--- config.mk ---
export PLATFORM = sky130hd
export DESIGN_NAME = io_byte_budget_limiter
export DESIGN_NICKNAME = d
export VERILOG_FILES = /design/src/rtl/iobbl_pkg.sv /design/src/rtl/iobbl_div.sv /design/src/rtl/io_byte_budget_limiter.sv
export SDC_FILE = /design/constraint.sdc
export NUM_CORES = 2
export LEC_CHECK = 0
export BUFFER_PORTS_ARGS = -buffer_cell sky130_fd_sc_hd__clkbuf_2
export CAP_MARGIN = 20
export CORE_UTILIZATION = 27
export DETAILED_ROUTE_END_ITERATION = 12
export SLEW_MARGIN = 20
export SYNTH_ARGS = -nofsm -noshare
export SYNTH_HDL_FRONTEND = slang
export SYNTH_HIERARCHICAL = 1
export SYNTH_SLANG_ARGS = --single-unit
--- constraint.sdc ---
create_clock -name clk -period 8.15 [get_ports clk]
set_input_delay 0.4075 -clock clk [delete_from_list [all_inputs] [get_ports clk]]
set_output_delay 0.4075 -clock clk [all_outputs]
set_load 0.03 [all_outputs]
--- src/rtl/iobbl_pkg.sv ---
// Shared widths, codes and defaults for the I/O byte budget limiter.
`default_nettype none

package iobbl_pkg;

  localparam int RATE_W   = 40;
  localparam int COUNT_W  = 32;
  localparam int FUNC_W   = 3;
  localparam int DEC_W    = 3;
  localparam int S_DATA_W = 40;
  localparam int M_DATA_W = 40;
  localparam int CFG_IDX_W = 1;

  localparam int WINDOWS_PER_SECOND_DEF = 8;

  localparam logic [FUNC_W-1:0] FUNC_WRITE      = 3'd0;
  localparam logic [FUNC_W-1:0] FUNC_READ       = 3'd1;
  localparam logic [FUNC_W-1:0] FUNC_TICK       = 3'd2;
  localparam logic [FUNC_W-1:0] FUNC_SWITCH_ON  = 3'd3;
  localparam logic [FUNC_W-1:0] FUNC_SWITCH_OFF = 3'd4;

  localparam logic [DEC_W-1:0] DEC_ADMITTED  = 3'd0;
  localparam logic [DEC_W-1:0] DEC_PASSED    = 3'd1;
  localparam logic [DEC_W-1:0] DEC_WAIT      = 3'd2;
  localparam logic [DEC_W-1:0] DEC_GAVE_UP   = 3'd3;
  localparam logic [DEC_W-1:0] DEC_EVENT     = 3'd4;

  localparam logic [CFG_IDX_W-1:0] REG_WRITE_RATE = 1'd0;
  localparam logic [CFG_IDX_W-1:0] REG_READ_RATE  = 1'd1;

  typedef struct packed {
    logic [DEC_W-1:0]  decision;
    logic [RATE_W-1:0] budget_left;
  } result_t;

endpackage

`default_nettype wire

--- src/rtl/iobbl_div.sv ---
// Window budget unit: divides a per-second limit by a constant through a reciprocal multiply of four partial products.
`default_nettype none

module iobbl_div #(
  parameter int DIVISOR = iobbl_pkg::WINDOWS_PER_SECOND_DEF
) (
  input  wire logic                        clk,
  input  wire logic                        rst,
  input  wire logic                        start,
  input  wire logic [iobbl_pkg::RATE_W-1:0] dividend,
  output logic                             busy,
  output logic [iobbl_pkg::RATE_W-1:0]     quotient
);

  localparam int RW    = iobbl_pkg::RATE_W;
  localparam int HalfW = RW / 2;
  localparam int RecW  = RW + 1;
  localparam int LogD  = $clog2(DIVISOR);
  localparam int Shift = RW + LogD;
  localparam int AccW  = Shift + RW;
  // The rounded-up reciprocal is exact for every dividend below 2**RW.
  localparam logic [63:0] Recip64 =
    ((64'd1 << Shift) + 64'(DIVISOR) - 64'd1) / 64'(DIVISOR);
  localparam logic [RecW-1:0] Recip = Recip64[RecW-1:0];

  logic [RW-1:0]          x;
  logic [1:0]             step;
  logic [AccW-1:0]        acc;
  logic [HalfW-1:0]       x_part;
  logic [RecW-HalfW-1:0]  m_part;
  logic [RecW-1:0]        prod;
  logic [AccW-1:0]        prod_ext;
  logic [AccW-1:0]        acc_next;

  // One partial product per cycle: low by low, low by high, high by low, high by high.
  always_comb begin
    x_part   = step[1] ? x[RW-1:HalfW] : x[HalfW-1:0];
    m_part   = step[0] ? Recip[RecW-1:HalfW] : {1'b0, Recip[HalfW-1:0]};
    prod     = RecW'(x_part) * RecW'(m_part);
    prod_ext = AccW'(prod);
    case (step)
      2'd0:       acc_next = acc + prod_ext;
      2'd1, 2'd2: acc_next = acc + (prod_ext << HalfW);
      default:    acc_next = acc + (prod_ext << (2 * HalfW));
    endcase
  end

  always_ff @(posedge clk) begin
    if (rst) begin
      busy <= 1'b0;
      x    <= '0;
      step <= '0;
      acc  <= '0;
    end else if (start) begin
      busy <= 1'b1;
      x    <= dividend;
      step <= '0;
      acc  <= '0;
    end else if (busy) begin
      acc  <= acc_next;
      step <= step + 2'd1;
      if (step == 2'd3) begin
        busy <= 1'b0;
      end
    end
  end

  assign quotient = acc[Shift +: RW];

endmodule

`default_nettype wire

--- src/rtl/io_byte_budget_limiter.sv ---
// Top level of the fixed-window I/O byte budget limiter.
//
//   channel  direction  accepted when            payload
//   s_*      in         s_tvalid && s_tready     tuser: func; tdata: request fields
//   m_*      out        m_tvalid && m_tready     tuser: decision; tdata: budget_left
//   cfg_*    in         cfg_we                   index 0 write rate, 1 read rate
//
// One beat is accepted per cycle while s_tready is high; its result is registered into the output stage.
// A two-entry output stage keeps input flowing while one result waits to be taken.
// A nonzero limit write recomputes that window budget with a reciprocal
// multiply; s_tready is held low while the multiply runs.
// Reset clears the budgets, the used counters and the output stage.
`default_nettype none

module io_byte_budget_limiter #(
  parameter int WINDOWS_PER_SECOND = iobbl_pkg::WINDOWS_PER_SECOND_DEF
) (
  input  wire logic                             clk,
  input  wire logic                             rst,
  input  wire logic                             s_tvalid,
  output logic                                  s_tready,
  // From bit 0: byte_count[31:0], exempt_class, signal_pending, in_page_fault, zero fill.
  input  wire logic [iobbl_pkg::S_DATA_W-1:0]   s_tdata,
  // From bit 0: func[2:0].
  input  wire logic [iobbl_pkg::FUNC_W-1:0]     s_tuser,
  output logic                                  m_tvalid,
  input  wire logic                             m_tready,
  // From bit 0: budget_left[39:0].
  output logic [iobbl_pkg::M_DATA_W-1:0]        m_tdata,
  // From bit 0: decision[2:0].
  output logic [iobbl_pkg::DEC_W-1:0]           m_tuser,
  input  wire logic                             cfg_we,
  input  wire logic [iobbl_pkg::CFG_IDX_W-1:0]  cfg_index,
  input  wire logic [iobbl_pkg::RATE_W-1:0]     cfg_data
);

  localparam int RW = iobbl_pkg::RATE_W;
  localparam int CW = iobbl_pkg::COUNT_W;

  logic          wr_start;
  logic          rd_start;
  logic          wr_busy;
  logic          rd_busy;
  logic [RW-1:0] wr_budget;
  logic [RW-1:0] rd_budget;

  always_comb begin
    wr_start = 1'b0;
    rd_start = 1'b0;
    if (cfg_we && cfg_data != '0) begin
      unique case (cfg_index)
        iobbl_pkg::REG_WRITE_RATE: wr_start = 1'b1;
        iobbl_pkg::REG_READ_RATE:  rd_start = 1'b1;
        default: ;
      endcase
    end
  end

  iobbl_div #(.DIVISOR(WINDOWS_PER_SECOND)) u_wr_div (
    .clk      (clk),
    .rst      (rst),
    .start    (wr_start),
    .dividend (cfg_data),
    .busy     (wr_busy),
    .quotient (wr_budget)
  );

  iobbl_div #(.DIVISOR(WINDOWS_PER_SECOND)) u_rd_div (
    .clk      (clk),
    .rst      (rst),
    .start    (rd_start),
    .dividend (cfg_data),
    .busy     (rd_busy),
    .quotient (rd_budget)
  );

  logic                          limiting_on;
  logic [RW-1:0]                 wr_used;
  logic [RW-1:0]                 rd_used;
  logic                          limiting_on_next;
  logic [RW-1:0]                 wr_used_next;
  logic [RW-1:0]                 rd_used_next;

  logic [iobbl_pkg::FUNC_W-1:0]  func;
  logic [CW-1:0]                 byte_count;
  logic                          exempt_class;
  logic                          signal_pending;
  logic                          in_page_fault;

  logic                          is_read;
  logic [RW-1:0]                 budget;
  logic [RW-1:0]                 used;
  logic [RW-1:0]                 rem;
  logic [RW-1:0]                 count_ext;
  logic                          fits;
  logic                          bypass;
  iobbl_pkg::result_t            res;

  logic                          accept;
  logic                          pop;
  logic                          main_valid;
  logic                          skid_valid;
  iobbl_pkg::result_t            main_res;
  iobbl_pkg::result_t            skid_res;

  assign func           = s_tuser;
  assign byte_count     = s_tdata[CW-1:0];
  assign exempt_class   = s_tdata[CW];
  assign signal_pending = s_tdata[CW+1];
  assign in_page_fault  = s_tdata[CW+2];

  always_comb begin
    is_read   = (func == iobbl_pkg::FUNC_READ);
    budget    = is_read ? rd_budget : wr_budget;
    used      = is_read ? rd_used : wr_used;
    rem       = (budget > used) ? budget - used : '0;
    count_ext = {{(RW - CW){1'b0}}, byte_count};
    fits      = rem >= count_ext;
    bypass    = !limiting_on || exempt_class || signal_pending;

    limiting_on_next     = limiting_on;
    wr_used_next         = wr_used;
    rd_used_next         = rd_used;
    res.decision         = iobbl_pkg::DEC_EVENT;
    res.budget_left      = '0;

    unique case (func) inside
      iobbl_pkg::FUNC_WRITE, iobbl_pkg::FUNC_READ: begin
        res.budget_left = rem;
        if (bypass) begin
          res.decision = iobbl_pkg::DEC_PASSED;
        end else if (fits) begin
          res.decision    = iobbl_pkg::DEC_ADMITTED;
          res.budget_left = rem - count_ext;
          if (is_read) begin
            rd_used_next = rd_used + count_ext;
          end else begin
            wr_used_next = wr_used + count_ext;
          end
        end else if (is_read && in_page_fault) begin
          res.decision = iobbl_pkg::DEC_GAVE_UP;
        end else begin
          res.decision = iobbl_pkg::DEC_WAIT;
        end
      end
      iobbl_pkg::FUNC_TICK: begin
        if (limiting_on) begin
          wr_used_next = '0;
          rd_used_next = '0;
        end
      end
      iobbl_pkg::FUNC_SWITCH_ON: begin
        limiting_on_next = 1'b1;
        wr_used_next     = wr_budget;
        rd_used_next     = rd_budget;
      end
      iobbl_pkg::FUNC_SWITCH_OFF: begin
        limiting_on_next = 1'b0;
      end
      default: ;
    endcase
  end

  assign s_tready = !wr_busy && !rd_busy && !skid_valid;
  assign accept   = s_tvalid && s_tready;
  assign pop      = main_valid && m_tready;

  always_ff @(posedge clk) begin
    if (rst) begin
      limiting_on <= 1'b0;
      wr_used     <= '0;
      rd_used     <= '0;
    end else if (accept) begin
      limiting_on <= limiting_on_next;
      wr_used     <= wr_used_next;
      rd_used     <= rd_used_next;
    end
  end

  always_ff @(posedge clk) begin
    if (rst) begin
      main_valid <= 1'b0;
      skid_valid <= 1'b0;
    end else if (pop) begin
      if (skid_valid) begin
        main_res   <= skid_res;
        skid_valid <= 1'b0;
      end else begin
        main_valid <= accept;
        if (accept) begin
          main_res <= res;
        end
      end
    end else if (accept) begin
      if (!main_valid) begin
        main_res   <= res;
        main_valid <= 1'b1;
      end else begin
        skid_res   <= res;
        skid_valid <= 1'b1;
      end
    end
  end

  assign m_tvalid = main_valid;
  assign m_tuser  = main_res.decision;
  assign m_tdata  = main_res.budget_left;

endmodule

`default_nettype wire

# --- Yosys cells after proc, flatten, opt, wreduce, memory -nomap -nowiden ---
# Index checks and enable logic that the tools add are counted.
# W data, S select, Z words.
word_totals:
  ff_bits: 421
  inputBits: 89
classes:
  n_lt_le_gt_ge: 2
  reduce_logical: 33
  multipliers: 2
  n_eq_ne: 17
  bitwise_logic: 2
  n_mux: 43
  add_sub_neg: 12
op_table:
  columns: ["op", "n"]
  rows:
  - ["$mux W40", 12]
  - ["$pmux W83 S2", 2]
  - ["$mux W43", 6]
  - ["$pmux W40 S3", 2]
  - ["$add A83 B41 Y83", 2]
  - ["$add A83 B61 Y83", 2]
  - ["$add A83 B81 Y83", 2]
  - ["$mul A20 B21 Y41", 2]
  - ["$add A40 B32 Y40", 2]
  - ["$mux W21", 2]
  - ["$ge A40 B32 Y1", 1]
  - ["$gt A40 B40 Y1", 1]
  - ["$mux W20", 2]
  - ["$reduce_bool A40 Y1", 1]
  - ["$sub A40 B32 Y40", 1]
  - ["$sub A40 B40 Y40", 1]
  - ["$mux W1", 14]
  - ["$ne A2 B2 Y1 const B", 7]
  - ["$reduce_and A6 Y1", 2]
  - ["$reduce_or A2 Y1", 6]
  - ["$eq A2 B2 Y1 const B", 4]
  - ["$reduce_and A4 Y1", 2]
  - ["$eq A3 B2 Y1 const B", 2]
  - ["$logic_and A1 B1 Y1", 6]
  - ["14 further kinds", 27]

# --- Depth between registers and ports, before layout ---
depth:
  word_depth: 11
  ltp_mapped: 34
  depth_no_buf: 29

# --- Modules after synthesis ---
# Netlist, hierarchy kept.
modules_own_cells:
  columns: ["mod", "area_per_inst_um2", "seq_area_each_um2", "instances", "cells_each"]
  rows:
  - ["io_byte_budget_limiter", 16279.4, 4244.1, 1, 2014]
  - ["iobbl_div (u_rd_div)", 9904.5, 2122.0, 1, 1329]
  - ["iobbl_div (u_wr_div)", 9674.3, 2122.0, 1, 1257]

# --- Worst setup path before layout ---
# No wires, ideal clock.
synth_timing:
  path_type: "input to register"
  start: "input port s_tuser[0] in the netlist's numbering"
  end: "register rd_used[3]"
  slack_ns: 1.046
  cell_stages: 33
  required_time_ns: 8.064
  n_path_buf: 6
  arrival_time_ns: 7.018
  cell_sequence: "clkbuf_1 -> inv_1 -> nor2_1 -> clkbuf_1 -> mux2_2 -> ha_1 -> buf_2 -> a21oi_1 -> nand2_1 -> a21o_1 -> a31o_2 -> a21o_1 -> a21o_1 -> nand2_1 -> clkbuf_1 -> nor2_1 -> inv_1 -> ha_1 -> inv_1 -> fa_1 -> a211oi_1 -> o21bai_1 -> a21oi_1 -> o21ai_1 -> a21o_1 -> a211oi_1 -> nand2_1 -> or2_1 -> a31oi_1 -> a21oi_4 -> buf_6 -> buf_2 -> a211oi_1"
synth_via:
  elab_chain_len: 7
  elab_cells_between_ends: 18
  cone_classes: "add/sub (1); order compare (2); eq/ne (7); mux (4); reduce/logical (4)"
synth_lines:
  columns: ["element", "line_no", "rtl"]
  rows:
  - ["start: declaration", "io_byte_budget_limiter.sv:25", "input wire logic [iobbl_pkg::FUNC_W-1:0] s_tuser,"]
  - ["$eq A3 B1 Y1", "io_byte_budget_limiter.sv:113", "is_read = (func == iobbl_pkg::FUNC_READ);"]
  - ["$mux W40, on equally long branches", "io_byte_budget_limiter.sv:114, io_byte_budget_limiter.sv:115", null]
  - ["$sub A40 B40 Y40 / $gt A40 B40 Y1 (equally long branches)", "io_byte_budget_limiter.sv:116", "rem = (budget > used) ? budget - used : '0;"]
  - ["$mux W40", "io_byte_budget_limiter.sv:116", null]
  - ["$ge A40 B32 Y1", "io_byte_budget_limiter.sv:118", "fits = rem >= count_ext;"]
  - ["$ne A2 B2 Y1 (no source line)", null, null]
  - ["$reduce_and A6 Y1 (no source line)", null, null]
  - ["end signal: assignment", "io_byte_budget_limiter.sv:176", "rd_used <= rd_used_next;"]
  - ["end: declaration", "io_byte_budget_limiter.sv:79", "logic [RW-1:0] rd_used;"]
# Several ways; a longest one is shown, not always the timed one.
# A chain may end at the register's enable or synchronous reset.

# --- Worst setup path after layout ---
layout_timing:
  start: "input port s_tuser[1] in the netlist's numbering"
  end: "register main_res (netlist bit m_tdata[23]), data pin"
layout_via:
  elab_chain_len: 11
  elab_cells_between_ends: 18
  cone_classes: "add/sub (2); order compare (2); eq/ne (1); mux (11); reduce/logical (2)"
layout_lines:
  columns: ["element", "line_no", "rtl"]
  rows:
  - ["$eq A3 B1 Y1", "io_byte_budget_limiter.sv:113", null]
  - ["$mux W40, on equally long branches", "io_byte_budget_limiter.sv:114, io_byte_budget_limiter.sv:115", null]
  - ["$sub A40 B40 Y40 / $gt A40 B40 Y1 (equally long branches)", "io_byte_budget_limiter.sv:116", null]
  - ["$mux W40", "io_byte_budget_limiter.sv:116", null]
  - ["$sub A40 B32 Y40 / $ge A40 B32 Y1 (equally long branches)", "io_byte_budget_limiter.sv:134, io_byte_budget_limiter.sv:118", null]
  - ["$mux W40", "io_byte_budget_limiter.sv:132", "end else if (fits) begin"]
  - ["$mux W40", "io_byte_budget_limiter.sv:130", "if (bypass) begin"]
  - ["$mux W43 *", "io_byte_budget_limiter.sv:127", "unique case (func) inside"]
  - ["$mux W43, on equally long branches", "io_byte_budget_limiter.sv:195, io_byte_budget_limiter.sv:190", null]
  - ["$mux W43, on equally long branches", "io_byte_budget_limiter.sv:194, io_byte_budget_limiter.sv:185", null]
  - ["$mux W43 *", "io_byte_budget_limiter.sv:184", "end else if (pop) begin"]
  - ["end signal: assignment", "io_byte_budget_limiter.sv:186", "main_res <= skid_res;"]
  - ["end signal: assignment", "io_byte_budget_limiter.sv:191", "main_res <= res;"]
  - ["end signal: assignment", "io_byte_budget_limiter.sv:196", "main_res <= res;"]
  - ["end: declaration", "io_byte_budget_limiter.sv:103", "iobbl_pkg::result_t main_res;"]
# Mark *: on every way between the ends. The rest lies on a longest branch, timed or not. The select of a mux whose other input is x is not followed.

==> metrics.csv <==
metric,value,unit
critPathKind,in2reg,
cts.repair.resized,0,
holdWs,0.0397,ns
cts_buffers,46,
synth_fp_nets,4939,
cp-end-kind,flop,
fill_cells,14100,
final_cells,6357,
ys_seq_elements,381,
viasPerCell,5.66,
die_h,366,um
boundaryPins,134,
cp-start-kind,input port,
final_cell_mix,"nor2_1, nand2_1, a21oi_1, dfxtp_1, ha_1",
slew_viol_final,0,
grt_pass1_vias,33200,
drive_gt1_share,11.4,%
met1Wirelength,61.9,mm
std_cell_rows,133,
first_pass_iters,6,
status,finished clean,
period_share,89.8,%
grt.total_usage,19.5,%
die_w,366,um
crit_fanout,53,
period_needed,7.32,ns
hold_class,in2reg,
clkTransAtPathRegs,0.06,ns
wl_met2,57.7,mm
mostFrequentLayoutCell,nor2_1,
pre_cts_ws,0.187,ns
synth.largest_area_cell,dfxtp_1,
dp_cells,6267,
ys.flop_type,dfxtp_1,
floorplan.initialDensity,27.2,%
core,132000,um^2
dpl_cell_area,38100,um^2
wl_per_cell,21.5,um
ys_types,120,
dieArea,134000,um^2
drc,0,
p_leak,15.7,nW
cts-root-buf,clkbuf_16,
rsz0062_at_grt,false,
hold_buffers,0,
antenna_found_initial,13,
setup_tns,0,ns
cts.htree.levels,2,
slew_headroom,19.5,%
met3_length,12.9,mm
ir_worst_vdd,128,uV
top_layer,met4,
gp_congestion,0.964,
synthCells,4600,
clkLatencyLatePin,0.62,ns
synth_top_cell_area_share,16.5,%
finClkSkew,0.0339,ns
num_vias,36000,
tightest_slew,1.19,ns
fin_total_pwr,6.02,mW
finalSetupViolCount,0,
clock-sinks,381,
drt_iter0_drc,4062,
maxCapViolations,0,
area_delta_synth_final,10.8,%
final_nets,4900,
final_util,30.2,%
cts_setup_buffers,0,
wirelength,137,mm
synthTopCellsByArea,"dfxtp_1, ha_1, edfxtp_1",
dp.final_hpwl,103,mm
port_buffers,128,
synth_edf_count,86,
grt_pass1_wl,207,mm
p_per_area,152,nW/um^2
cts_tree,done,
yosysSeqAreaShare,23.7,%
fin_ws,0.831,ns
final_antenna_net_count,0,
cts_buffer_depth,3,
ys.warnings.count,6,
grt_max_degree,86,
synth_area,35900,um^2
cp.required,8.50,ns
clock.fmax,0.137,GHz
cp.arrival,7.67,ns
stdcell_area,39700,um^2
syn_area_per_cell,7.80,um^2
finalHoldViolCount,0,
async_flop_share,0,%
grt_overflow,0,
-- cells in the mapped netlist, types with 39 or more instances --
master,instances
nand3_1,160
dfxtp_1,295
inv_1,143
mux2i_1,188
mux2_2,58
a31oi_1,92
o21ai_0,230
a21oi_1,327
o211ai_1,39
edfxtp_1,86
clkbuf_1,197
a22oi_1,59
a211oi_1,67
nor2_1,501
nand2_1,413
and3_1,65
nor4_1,41
xor2_1,83
ha_1,243
o21ai_1,40
xnor2_1,160
buf_4,89
nand4_1,58
a21o_1,132
nor3_1,96
o21a_1,48
-- critical path, cell delays in order --
cell and delay [ns]:
clkbuf_2 0.13, or2_2 0.35, nor2_4 0.35, buf_4 0.34, mux2_2 0.38, ha_1 0.40
o211a_1 0.20, o31ai_2 0.08, a32oi_2 0.26, a31o_2 0.25, a21o_1 0.21, a21o_1 0.22
nand2_1 0.13, buf_4 0.19, nor3_1 0.28, ha_1 0.36, a211oi_1 0.33, o21bai_1 0.12
a21oi_1 0.28, o21ai_1 0.26, a21o_1 0.29, a211oi_1 0.36, nand2_1 0.16, nor2_1 0.26
o22ai_4 0.20, buf_4 0.36, a41oi_1 0.35, o21ai_1 0.10
-- cell type report --
type | count | area (um^2) | area share, %
inverters | 145 | 544 | 1.37
clock inverters | 27 | 339 | 0.854
multi-input cells | 3721 | 25200 | 63.3
flip-flops and latches | 381 | 8490 | 21.4
well taps | 1755 | 2200 | 5.53
diodes | 6 | 15.0 | 0.0378
clock buffers | 56 | 1250 | 3.15
repair buffers | 266 | 1730 | 4.35
-- path summary, 6_finish.rpt --
kind | from | end | slack [ns] | depth (start not counted)
worst max register to register | flop | m_tdata[23]$_DFFE_PP_ | 0.91 | 25
worst min register to register | u_wr_div/acc[23]$_SDFFE_PP0P_ | u_wr_div/acc[23]$_SDFFE_PP0P_ | 0.47 | 2
worst max-delay path | s_tuser[1] | m_tdata[23]$_DFFE_PP_ | 0.83 | 28
worst min-delay path | m_tready | skid_valid$_SDFFE_PP0P_ | 0.04 | 2
-- where the power goes --
group | leakage, nW | internal (mW) | total [mW] | switching, mW
Clock | 0.785 | 1.32 | 2.26 | 0.942
Combinational | 11.7 | 0.637 | 1.73 | 1.09
Sequential | 3.22 | 1.99 | 2.03 | 0.0423
Total | 15.7 | 3.95 | 6.02 | 2.07
-- layer usage --
layer  track usage [%]  vias to the layer above
met4              5.91                        0
li1                  -                    16900
met5                 0                        -
met1              27.9                    17100
met3              3.62                      219
met2              29.5                     1709
-- logic make-up (layout without fill, tap and decap cells) --
| kind of cell | Yosys count | in the layout | synth area share (%) |
|---|---|---|---|
| AOI/OAI and AO/OA | 1410 | 1410 | 27.0 |
| xor gates and xnor gates | 243 | 243 | 5.94 |
| adders and majority gates | 257 | 257 | 9.07 |
| buffers and inverters | 498 | 494 | 6.41 |
| DFF | 381 | 381 | 23.7 |
| muxes | 250 | 250 | 7.24 |
| other | 0 | 6 | 0 |
| and+or+nand+nor | 1561 | 1561 | 20.7 |
(Power assumes the default switching activity.)
